File: src/hw/rtl/multi_channel_tick_timer_bank_core_assert.svh
// Assertion macros for the tick timer bank.
`ifndef MULTI_CHANNEL_TICK_TIMER_BANK_CORE_ASSERT_SVH
`define MULTI_CHANNEL_TICK_TIMER_BANK_CORE_ASSERT_SVH

`ifndef ASSERT_OFF
`define MCTT_ASSERT_IMPLY(label, pre, post, msg) \
  label: assert property (@(posedge clk) disable iff (rst) (pre) |-> (post)) else $error(msg);
`define MCTT_ASSERT_NEXT(label, pre, post, msg) \
  label: assert property (@(posedge clk) disable iff (rst) (pre) |=> (post)) else $error(msg);
`else
`define MCTT_ASSERT_IMPLY(label, pre, post, msg)
`define MCTT_ASSERT_NEXT(label, pre, post, msg)
`endif

`endif

File: src/hw/rtl/mctt_pkg.sv
// Shared types and constants of the tick timer bank.
package mctt_pkg;

  localparam int DEF_NUM_TIMERS = 8;
  localparam int MAX_RESULTS    = 8;
  localparam int RES_CNT_W      = $clog2(MAX_RESULTS + 1);
  localparam int CMD_W          = 3;
  localparam int ID_W           = 8;
  localparam int VAL_W          = 32;
  localparam int EXP_ID_W       = 3;

  typedef enum logic [CMD_W-1:0] {
    CMD_TICK       = 3'd0,
    CMD_SET_PERIOD = 3'd1,
    CMD_SET_MODE   = 3'd2,
    CMD_SET_ENABLE = 3'd3,
    CMD_CLEAR      = 3'd4,
    CMD_SET_NOTIFY = 3'd5
  } cmd_code_t;

  typedef struct packed {
    logic [CMD_W-1:0] command;
    logic [ID_W-1:0]  timer_id;
    logic [VAL_W-1:0] value;
  } cmd_t;

  typedef struct packed {
    logic [EXP_ID_W-1:0] expired_id;
    logic                last;
  } exp_t;

endpackage

File: src/hw/rtl/mctt_ram.sv
// Generic single-write, single-read RAM with registered read data.
module mctt_ram #(
  parameter int WIDTH = 32,
  parameter int DEPTH = 8
) (
  input  logic                                     clk,
  input  logic                                     we,
  input  logic [(DEPTH > 1 ? $clog2(DEPTH) : 1)-1:0] waddr,
  input  logic [WIDTH-1:0]                         wdata,
  input  logic [(DEPTH > 1 ? $clog2(DEPTH) : 1)-1:0] raddr,
  output logic [WIDTH-1:0]                         rdata
);

  logic [WIDTH-1:0] mem [DEPTH];

  always_ff @(posedge clk) begin
    if (we) begin
      mem[waddr] <= wdata;
    end
    rdata <= mem[raddr];
  end

endmodule

File: src/hw/rtl/multi_channel_tick_timer_bank_core.sv
// Top level of the tick timer bank: command decode, tick sequencer and result output.
//
//   channel  dir  payload  meaning
//   cmd      in   cmd_t    one request: a tick or a command on one timer
//   exp      out  exp_t    one expiry result of a tick, last marks the final one
//
// A command other than a tick completes in the cycle it is accepted.
// A tick walks the timers in index order: for each timer, one state does the RAM
// read and the next one uses the shared increment and compare unit.
// A stalled result output holds the walk on the timer that wants to emit.
// Reset clears all timer state at once through per-timer valid bits.
`include "multi_channel_tick_timer_bank_core_assert.svh"

module multi_channel_tick_timer_bank_core #(
  parameter int NUM_TIMERS = mctt_pkg::DEF_NUM_TIMERS
) (
  input  logic            clk,
  input  logic            rst,
  input  logic            cmd_valid,
  output logic            cmd_ready,
  input  mctt_pkg::cmd_t  cmd_data,
  output logic            exp_valid,
  input  logic            exp_ready,
  output mctt_pkg::exp_t  exp_data
);

  import mctt_pkg::*;

  localparam int IDX_W = NUM_TIMERS > 1 ? $clog2(NUM_TIMERS) : 1;
  localparam logic [ID_W:0] NT = (ID_W + 1)'(NUM_TIMERS);
  localparam logic [IDX_W-1:0] LAST_IDX = IDX_W'(NUM_TIMERS - 1);

  typedef enum logic [3:0] {
    ST_IDLE = 4'b0001,
    ST_RD   = 4'b0010,
    ST_EV   = 4'b0100,
    ST_FIN  = 4'b1000
  } state_t;

  state_t                state, state_next;
  logic [IDX_W-1:0]      idx;
  logic [RES_CNT_W-1:0]  nres;
  logic                  pend_valid;
  logic [EXP_ID_W-1:0]   pend_id;
  logic [NUM_TIMERS-1:0] count_valid, period_valid;
  logic [NUM_TIMERS-1:0] running, single_shot, notify;

  logic                  accept, id_ok, val_nz;
  logic [IDX_W-1:0]      wid;
  logic [VAL_W-1:0]      cnt_rd, per_rd, cnt, per, cnt_inc, cnt_wr;
  logic                  active, expire, emit, slot_free, stall, advance;
  logic                  push_mid, push_fin;

  assign cmd_ready = (state == ST_IDLE);
  assign accept    = cmd_valid && cmd_ready;
  assign id_ok     = {1'b0, cmd_data.timer_id} < NT;
  assign wid       = cmd_data.timer_id[IDX_W-1:0];
  assign val_nz    = (cmd_data.value != '0);

  mctt_ram #(.WIDTH(VAL_W), .DEPTH(NUM_TIMERS)) u_count_ram (
    .clk   (clk),
    .we    (advance && active),
    .waddr (idx),
    .wdata (cnt_wr),
    .raddr (idx),
    .rdata (cnt_rd)
  );

  mctt_ram #(.WIDTH(VAL_W), .DEPTH(NUM_TIMERS)) u_period_ram (
    .clk   (clk),
    .we    (accept && id_ok && (cmd_data.command == CMD_SET_PERIOD)),
    .waddr (wid),
    .wdata (cmd_data.value),
    .raddr (idx),
    .rdata (per_rd)
  );

  assign cnt       = count_valid[idx] ? cnt_rd : '0;
  assign per       = period_valid[idx] ? per_rd : '0;
  assign active    = running[idx] && (per != '0);
  assign cnt_inc   = cnt + VAL_W'(1);
  assign expire    = active && (cnt_inc == per);
  assign cnt_wr    = expire ? '0 : cnt_inc;
  assign emit      = (state == ST_EV) && expire && notify[idx]
                     && (nres < RES_CNT_W'(MAX_RESULTS));
  assign slot_free = !exp_valid || exp_ready;
  assign stall     = emit && pend_valid && !slot_free;
  assign advance   = (state == ST_EV) && !stall;
  assign push_mid  = advance && emit && pend_valid;
  assign push_fin  = (state == ST_FIN) && pend_valid && slot_free;

  always_comb begin
    state_next = state;
    case (state)
      ST_IDLE: begin
        if (accept && (cmd_data.command == CMD_TICK)) begin
          state_next = ST_RD;
        end
      end
      ST_RD: state_next = ST_EV;
      ST_EV: begin
        if (advance) begin
          state_next = (idx == LAST_IDX) ? ST_FIN : ST_RD;
        end
      end
      ST_FIN: begin
        if (!pend_valid || push_fin) begin
          state_next = ST_IDLE;
        end
      end
      default: state_next = ST_IDLE;
    endcase
  end

  always_ff @(posedge clk) begin
    if (rst) begin
      state        <= ST_IDLE;
      idx          <= '0;
      nres         <= '0;
      pend_valid   <= 1'b0;
      exp_valid    <= 1'b0;
      count_valid  <= '0;
      period_valid <= '0;
      running      <= '0;
      single_shot  <= '0;
      notify       <= '0;
    end else begin
      state <= state_next;
      if (accept && (cmd_data.command == CMD_TICK)) begin
        idx  <= '0;
        nres <= '0;
      end
      if (accept && id_ok) begin
        case (cmd_data.command)
          CMD_SET_PERIOD: period_valid[wid] <= 1'b1;
          CMD_SET_MODE:   single_shot[wid]  <= val_nz;
          CMD_SET_ENABLE: begin
            running[wid]     <= val_nz;
            count_valid[wid] <= 1'b0;
          end
          CMD_CLEAR:      count_valid[wid]  <= 1'b0;
          CMD_SET_NOTIFY: notify[wid]       <= val_nz;
          default: ;
        endcase
      end
      if (advance) begin
        if (active) begin
          count_valid[idx] <= 1'b1;
        end
        if (expire && single_shot[idx]) begin
          running[idx] <= 1'b0;
        end
        if (emit) begin
          pend_valid <= 1'b1;
          nres       <= nres + RES_CNT_W'(1);
        end
        if (idx != LAST_IDX) begin
          idx <= idx + IDX_W'(1);
        end
      end
      if (push_fin) begin
        pend_valid <= 1'b0;
      end
      if (push_mid || push_fin) begin
        exp_valid <= 1'b1;
      end else if (exp_ready) begin
        exp_valid <= 1'b0;
      end
    end
  end

  always_ff @(posedge clk) begin
    if (advance && emit) begin
      pend_id <= EXP_ID_W'(idx);
    end
    if (push_mid) begin
      exp_data.expired_id <= pend_id;
      exp_data.last       <= 1'b0;
    end else if (push_fin) begin
      exp_data.expired_id <= pend_id;
      exp_data.last       <= 1'b1;
    end
  end

  `MCTT_ASSERT_IMPLY(a_idle_no_pend, cmd_ready, !pend_valid, "Pending result left while idle.")
  `MCTT_ASSERT_IMPLY(a_nres_bound, 1'b1, nres <= RES_CNT_W'(MAX_RESULTS), "Result count over limit.")
  `MCTT_ASSERT_NEXT(a_stall_holds, stall, state == ST_EV && $stable(idx), "Stall did not hold walk.")
  `MCTT_ASSERT_NEXT(a_fin_done, state == ST_FIN && !pend_valid, state == ST_IDLE, "Tick end not idle.")

endmodule

File: config.mk
export PLATFORM = sky130hd
export DESIGN_NAME = multi_channel_tick_timer_bank_core
export DESIGN_NICKNAME = d
export VERILOG_FILES = /design/src/hw/rtl/mctt_pkg.sv /design/src/hw/rtl/mctt_ram.sv /design/src/hw/rtl/multi_channel_tick_timer_bank_core.sv
export VERILOG_INCLUDE_DIRS = /design/src /design/src/hw/rtl
export SDC_FILE = /design/constraint.sdc
export NUM_CORES = 1
export LEC_CHECK = 0
export BUFFER_PORTS_ARGS = -buffer_cell sky130_fd_sc_hd__buf_2
export CORE_ASPECT_RATIO = 1.5
export CORE_MARGIN = 2
export CORE_UTILIZATION = 50
export DETAILED_ROUTE_END_ITERATION = 10
export GPL_TIMING_DRIVEN = 0
export PLACE_DENSITY = 0.69
export SYNTH_ARGS = -nofsm -noshare
export SYNTH_HDL_FRONTEND = slang
export SYNTH_SLANG_ARGS = --single-unit
File: constraint.sdc
create_clock -name clk -period 7.7 [get_ports clk]
set_clock_uncertainty 0.1 [all_clocks]
set_input_delay 0 -clock clk [delete_from_list [all_inputs] [get_ports clk]]
set_output_delay 0 -clock clk [all_outputs]
set_load 0.01 [all_outputs]
After elaboration in Yosys (flattened, before gate mapping). Memories as Yosys holds them, arrays and structs flattened. A register that Yosys moved wholly into a read port is not among the register bits. Index checks and enable logic that the tools add are counted.

Register bits: 60. RAM bits: 512. Input port bits: 47. Output and inout port bits: 6. Memories kept: 2.

Add/sub/neg operators: 3. Magnitude comparators: 6. Equality and inequality tests: 15. Mux-type cells: 49. Bitwise operators: 6. Reduce and logical (&&, ||, !) cells: 39.

Memories: u_count_ram.mem (depth 8, width 32, rd ports 1, clocked after memory_dff 1, wr ports 1, RTL line mctt_ram.sv:14) `logic [WIDTH-1:0] mem [DEPTH];`; u_period_ram.mem (depth 8, width 32, rd ports 1, clocked after memory_dff 1, wr ports 1, RTL line mctt_ram.sv:14).

Operator list (count): two-way mux 32 bit (3); two-way mux 8 bit (10); nonzero test 32 bit (2); two-way mux 4 bit (9); adder 32 x 1 -> 32 bit, second input constant (1); == test 32 bit (1); bitwise mux 8 bit (3); logical AND 1 bit (20); bitwise AND 8 bit (2); NOT 8 bit (2); OR 8 bit (2); one-hot mux 4 bit (4 select lines) (1); binary-select mux 1 bit (select 3 bit) (5); two-way mux 1 bit (13); == test 3 bit, second input constant (3); two-way mux 3 bit (3); less-than comparator 3 x 4 -> 1 bit, second input constant (2); less-than comparator 8 x 4 -> 1 bit, second input constant (1); AND reduction 2 bit (4); demux 1 bit (select 3 bit) (2); == test 3 x 2 -> 1 bit, second input constant (2); greater-or-equal comparator 3 x 1 -> 1 bit, second input constant (2); adder 4 x 1 -> 4 bit, second input constant (1); == test 4 x 1 -> 1 bit, second input constant (1); other kinds (15) (23).

Longest topological paths before layout.
Depth in word-level cells: 17. Depth in mapped cells: 22.

By module. From an unflattened synthesis, not the netlist that was laid out.

Cells, all modules: 1532. Area total of the unflattened synthesis: 26309.0 µm².

Modules (own cells, without submodules): mctt_ram (times used 2, cells an instance 415, area each 10466.3 µm², sequential area each 8328.0 µm²); multi_channel_tick_timer_bank_core (times used 1, cells an instance 702, area each 5376.4 µm², sequential area each 1261.2 µm²).

Worst setup path before layout. Ideal clock, no wire load.

Path kind: register -> register. Start point: register idx[0]. End point: memory u_count_ram.mem[0][0] (enable). Arrival time: 6.583 ns. Required time: 7.139 ns. Slack: 0.556 ns. Cell stages (with the launch flop): 21. Path buffers: 7. Period minus slack after synthesis: 7.144 ns. Path through: dfxtp_1 -> buf_4 -> mux4_2 -> mux2_2 -> clkbuf_1 -> buf_1 -> and2_1 -> ha_1 -> buf_2 -> and4_1 -> clkbuf_2 -> nand3_1 -> clkbuf_1 -> or4_1 -> a21oi_1 -> nor3_1 -> o311ai_1 -> or4_1 -> buf_2 -> o31ai_4 -> nor3_1.

Longest elaborated chain between the ends: 16.

Ends and longest elaborated chain: start, declared (RTL line multi_channel_tick_timer_bank_core.sv:41) `logic [IDX_W-1:0] idx;`; start signal, assigned (RTL line multi_channel_tick_timer_bank_core.sv:158) `idx <= idx + IDX_W'(1);`; binary-select mux 1 bit (select 3 bit) (on tied branches) (RTL line multi_channel_tick_timer_bank_core.sv:78, multi_channel_tick_timer_bank_core.sv:79); two-way mux 1 bit (on tied branches) (RTL line multi_channel_tick_timer_bank_core.sv:78, multi_channel_tick_timer_bank_core.sv:79); two-way mux 32 bit (on tied branches) (RTL line multi_channel_tick_timer_bank_core.sv:78, multi_channel_tick_timer_bank_core.sv:79); adder 32 x 1 -> 32 bit / nonzero test 32 bit (equally long branches) (RTL line multi_channel_tick_timer_bank_core.sv:81, multi_channel_tick_timer_bank_core.sv:80); == test 32 bit / logical AND 1 bit (equally long branches) (RTL line multi_channel_tick_timer_bank_core.sv:82, multi_channel_tick_timer_bank_core.sv:80); logical AND 1 bit (RTL line multi_channel_tick_timer_bank_core.sv:82) `assign expire = active && (cnt_inc == per);`; logical AND 1 bit (2 in a row) (RTL line multi_channel_tick_timer_bank_core.sv:84) `assign emit = (state == ST_EV) && expire && notify[idx]`; logical AND 1 bit (RTL line multi_channel_tick_timer_bank_core.sv:85) `&& (nres < RES_CNT_W'(MAX_RESULTS));`; logical AND 1 bit (2 in a row) (RTL line multi_channel_tick_timer_bank_core.sv:87) `assign stall = emit && pend_valid && !slot_free;`; zero test 1 bit (RTL line multi_channel_tick_timer_bank_core.sv:88) `assign advance = (state == ST_EV) && !stall;`; logical AND 1 bit (RTL line multi_channel_tick_timer_bank_core.sv:88); logical AND 1 bit (RTL line multi_channel_tick_timer_bank_core.sv:62) `.we (advance && active),`; two-way mux 1 bit (RTL line mctt_ram.sv:17) `if (we) begin`; two-way mux 1 bit (implied by the code) (RTL line mctt_ram.sv:18) `mem[waddr] <= wdata;`; end, declared (RTL line mctt_ram.sv:14).

Parallel ways exist; a longest one is shown, timed or not. The select of a mux whose other input is x is not followed.

Worst setup path after layout.
Start point: register idx[2]. End point: memory u_count_ram.mem[7][12] (enable).

The elaborated chain is that of the path after synthesis.

==> impl_metrics.toml <==
[global_route]
grt_pass1_wl_um = 110000
grt_start_max_net_pins = 24
antenna_found_initial = 1
track_usage = 0.3097
grt_pass1_vias = 15930
overflow = 0

[setup_path]
end_kind = "flop"
crit_fanout = 19
reg2reg_from = "idx[2]"
timing.rr.end = "u_count_ram.mem[7][12]"
required_ns = 7.91
start_kind = "flop"
crit_arrival_ns = 7.52
criticalPathCategory = "reg -> reg"
reg2regPathDepth = 23
ff2ff_setup_slack_ns = 0.40

[final_layout]
final_core_util = 0.5870
nets = 1900
layout-drive-gt1-share = 0.1166
syn2layout_area_growth_pct = 16.28

[clock_tree]
clock_path_buffers = 3
cts_root_buf = "clkbuf_16"
cts.sinks = 636
worstSkewPairLatency_ns = 0.61
clkTransAtPathRegs_ns = 0.07
cts_made_buffers = 55
cts_tree = "done"
cts-htree-levels = 2

[worst_hold_path]
whs_path_depth = 7
hp-class = "in -> reg"
hold_path_end = "notify[7]"
worstHoldStart = "cmd_data[37]"

[floorplanning]
coreArea_um2 = 48430
die_h_um = 274.8
die_w_um = 184.6
rows = 99
io_pins = 53
start_util = 0.5048
dieArea_um2 = 50720

[timing]
setup_violations = 0
worst_pin_slew_ns = 1.315
drv_slew = 0
period_share = 0.9484
whs_ns = 0.04018
fmax_mhz = 136.9
min_period_ns = 7.302
rsz0062_at_grt = "false"
hold_viol = 0
slew_headroom = 0.1233

[placed_design]
hpwl_um = 52890
gp_congestion = 1.016
port_buffers = 50

[power]
ir_worst_vdd_uv = 240.4
p_seq_frac = 0.565
combPwrFrac = 0.012
p_switching_uw = 1287
p_int_uw = 5233
clkPwrFrac = 0.423
power_switching_share = 0.1974
p_per_area_nw_per_um2 = 229.3
static-leakage-power_uw = 0.009132

[logic_synthesis]
yosysWarnings = 0
synth-main-ff-cell = "edfxtp_1"
async_reset_ff_frac = 0
synth_commonest_cells = "edfxtp_1, a22oi_1, dfxtp_1"
synthDistinctLibCells = 77
syn_nets = 1714
syn_inst = 1663
ys_seq_area_frac = 0.7329
synth_edf_count = 518
syn_avg_cell_area_um2 = 14.70
synth_area_leaders = "edfxtp_1, dfxtp_1, a22oi_1"
synth-seq-cells = 636
synth_top_area_share = 0.6362
netlist_area_um2 = 24450
synth_top_area_cell = "edfxtp_1"
synth_most_common_cell = "edfxtp_1"

[route]
vias = 16560
drt_iter0_markers = 2128
first_pass_iters = 6
postRouteAntennaNets = 0
avgViaCountPerCell = 6.485
drc = 0
wl_um = 77960
wl_per_cell_um = 30.54

[run]
cap_violations = 0

[status]
outcome = "complete, no violations"
## power by group through the flow
| stage | Combinational [uW] | Sequential [uW] | Clock, uW |
|---|---|---|---|
| 2_1_floorplan | 16.0 | 3760 | 0 |
| 3_3_place_gp | 53.3 | 3760 | 0 |
| 3_5_place_dp | 56.8 | 3760 | 0 |
| 4_1_cts | 74.5 | 3690 | 2770 |
| 5_1_grt | 81.6 | 3680 | 2900 |
| 6_report | 75.8 | 3690 | 2760 |
## registers in the layout (all words and copies together) (netlist names), 8 cells and up
| register | count |
|---|---|
| u_period_ram.rdata | 32 |
| count_valid | 8 |
| u_count_ram.mem | 256 |
| running | 8 |
| u_count_ram.rdata | 32 |
| single_shot | 8 |
| notify | 8 |
| u_period_ram.mem | 256 |
| period_valid | 8 |
## repair_timing
action | 4_1_cts | 5_1_grt
cloned | 0 | 0
pin swaps | 0 | 1
hold endpoints to repair | 293 | 0
hold buffers | 51 | 0
endpoints found under the setup margin | 120 | 71
resized for setup | 5 | 1
setup buffers | 0 | 1
## cell families after synthesis
family                     synth area share
adders and majority gates          0.002047
and+or+nand+nor                     0.09913
DFF                                  0.7329
xor gates and xnor gates            0.01361
buffers and inverters               0.01919
muxes                               0.01003
AOI/OAI and AO/OA                    0.1231
## area by class of cell
type / count / area, um2
clock inverter: 32 / 314.1
antenna: 2 / 5.005
fill: 3706 / 20000
timing repair buffer: 130 / 1235
buffer: 100 / 402.9
clock buffer: 71 / 1496
sequential: 636 / 17920
inverter: 17 / 63.81
multi-input combinational: 909 / 6175
tap: 656 / 820.8
## stage by stage
step / setup WS (ns) / std cells / power [uW] / instance area [um2] / setup TNS, ns
after floorplan: 0.5558 / 1663 / 3778 / 24450 / 0
after global placement: -4.338 / 2369 / 3815 / 25520 / -637.59
after detailed placement: -0.4052 / 2397 / 3819 / 26050 / -20.19
after CTS: 0.1012 / 2551 / 6529 / 28400 / 0
after global routing: 0.2539 / 2551 / 6669 / 28420 / 0
final: 0.3976 / 2553 / 6520 / 28430 / 0
## routing by layer
metal	up-vias	part of all wire	GRT usage
li1	7089	-	-
met1	8268	0.36	0.3738
met2	959	0.50	0.5306
met3	240	0.077	0.04077
met4	0	0.066	0.1874
met5	-	0	0
## critical path: stages (launching register included)
cell	delay, ns
dfxtp_1	0.39
buf_2	0.32
mux4_2	0.32
mux2_2	0.46
buf_2	0.37
and2_1	0.18
ha_1	0.13
buf_2	0.20
and4_1	0.20
clkbuf_2	0.20
nand3_1	0.23
clkbuf_1	0.33
or4_1	0.56
a21oi_1	0.38
nor3_1	0.11
o311ai_2	0.62
or4_1	0.20
buf_2	0.36
o31ai_4	0.12
buf_12	0.16
nor3_4	0.46
buf_6	0.24
buf_8	0.16
buf_6	0.16
## placed cells by master (no fill, tap or decap), types with 42 or more instances in the layout
cell type and count:
buf_2 62, nor2_1 96, a21oi_1 57, clkbuf_16 55, clkbuf_1 74, nand4_1 81, nand2_1 43, edfxtp_1 518
nor3_1 42, dfxtp_1 118, dlygate4sd3_1 51, a22oi_1 256
## worst max path at each step
stage	endpoint	slack [ns]	start
floorplan	u_count_ram.mem[0][0]	0.56	idx[0]
global placement	u_count_ram.mem[7][1]	-4.34	idx[2]
detailed placement	u_count_ram.mem[7][1]	-0.41	idx[2]
CTS	u_count_ram.mem[7][12]	0.10	idx[0]
global route	u_count_ram.mem[7][12]	0.25	idx[1]
finish	u_count_ram.mem[7][12]	0.40	idx[2]
(Power assumes the default switching activity.)
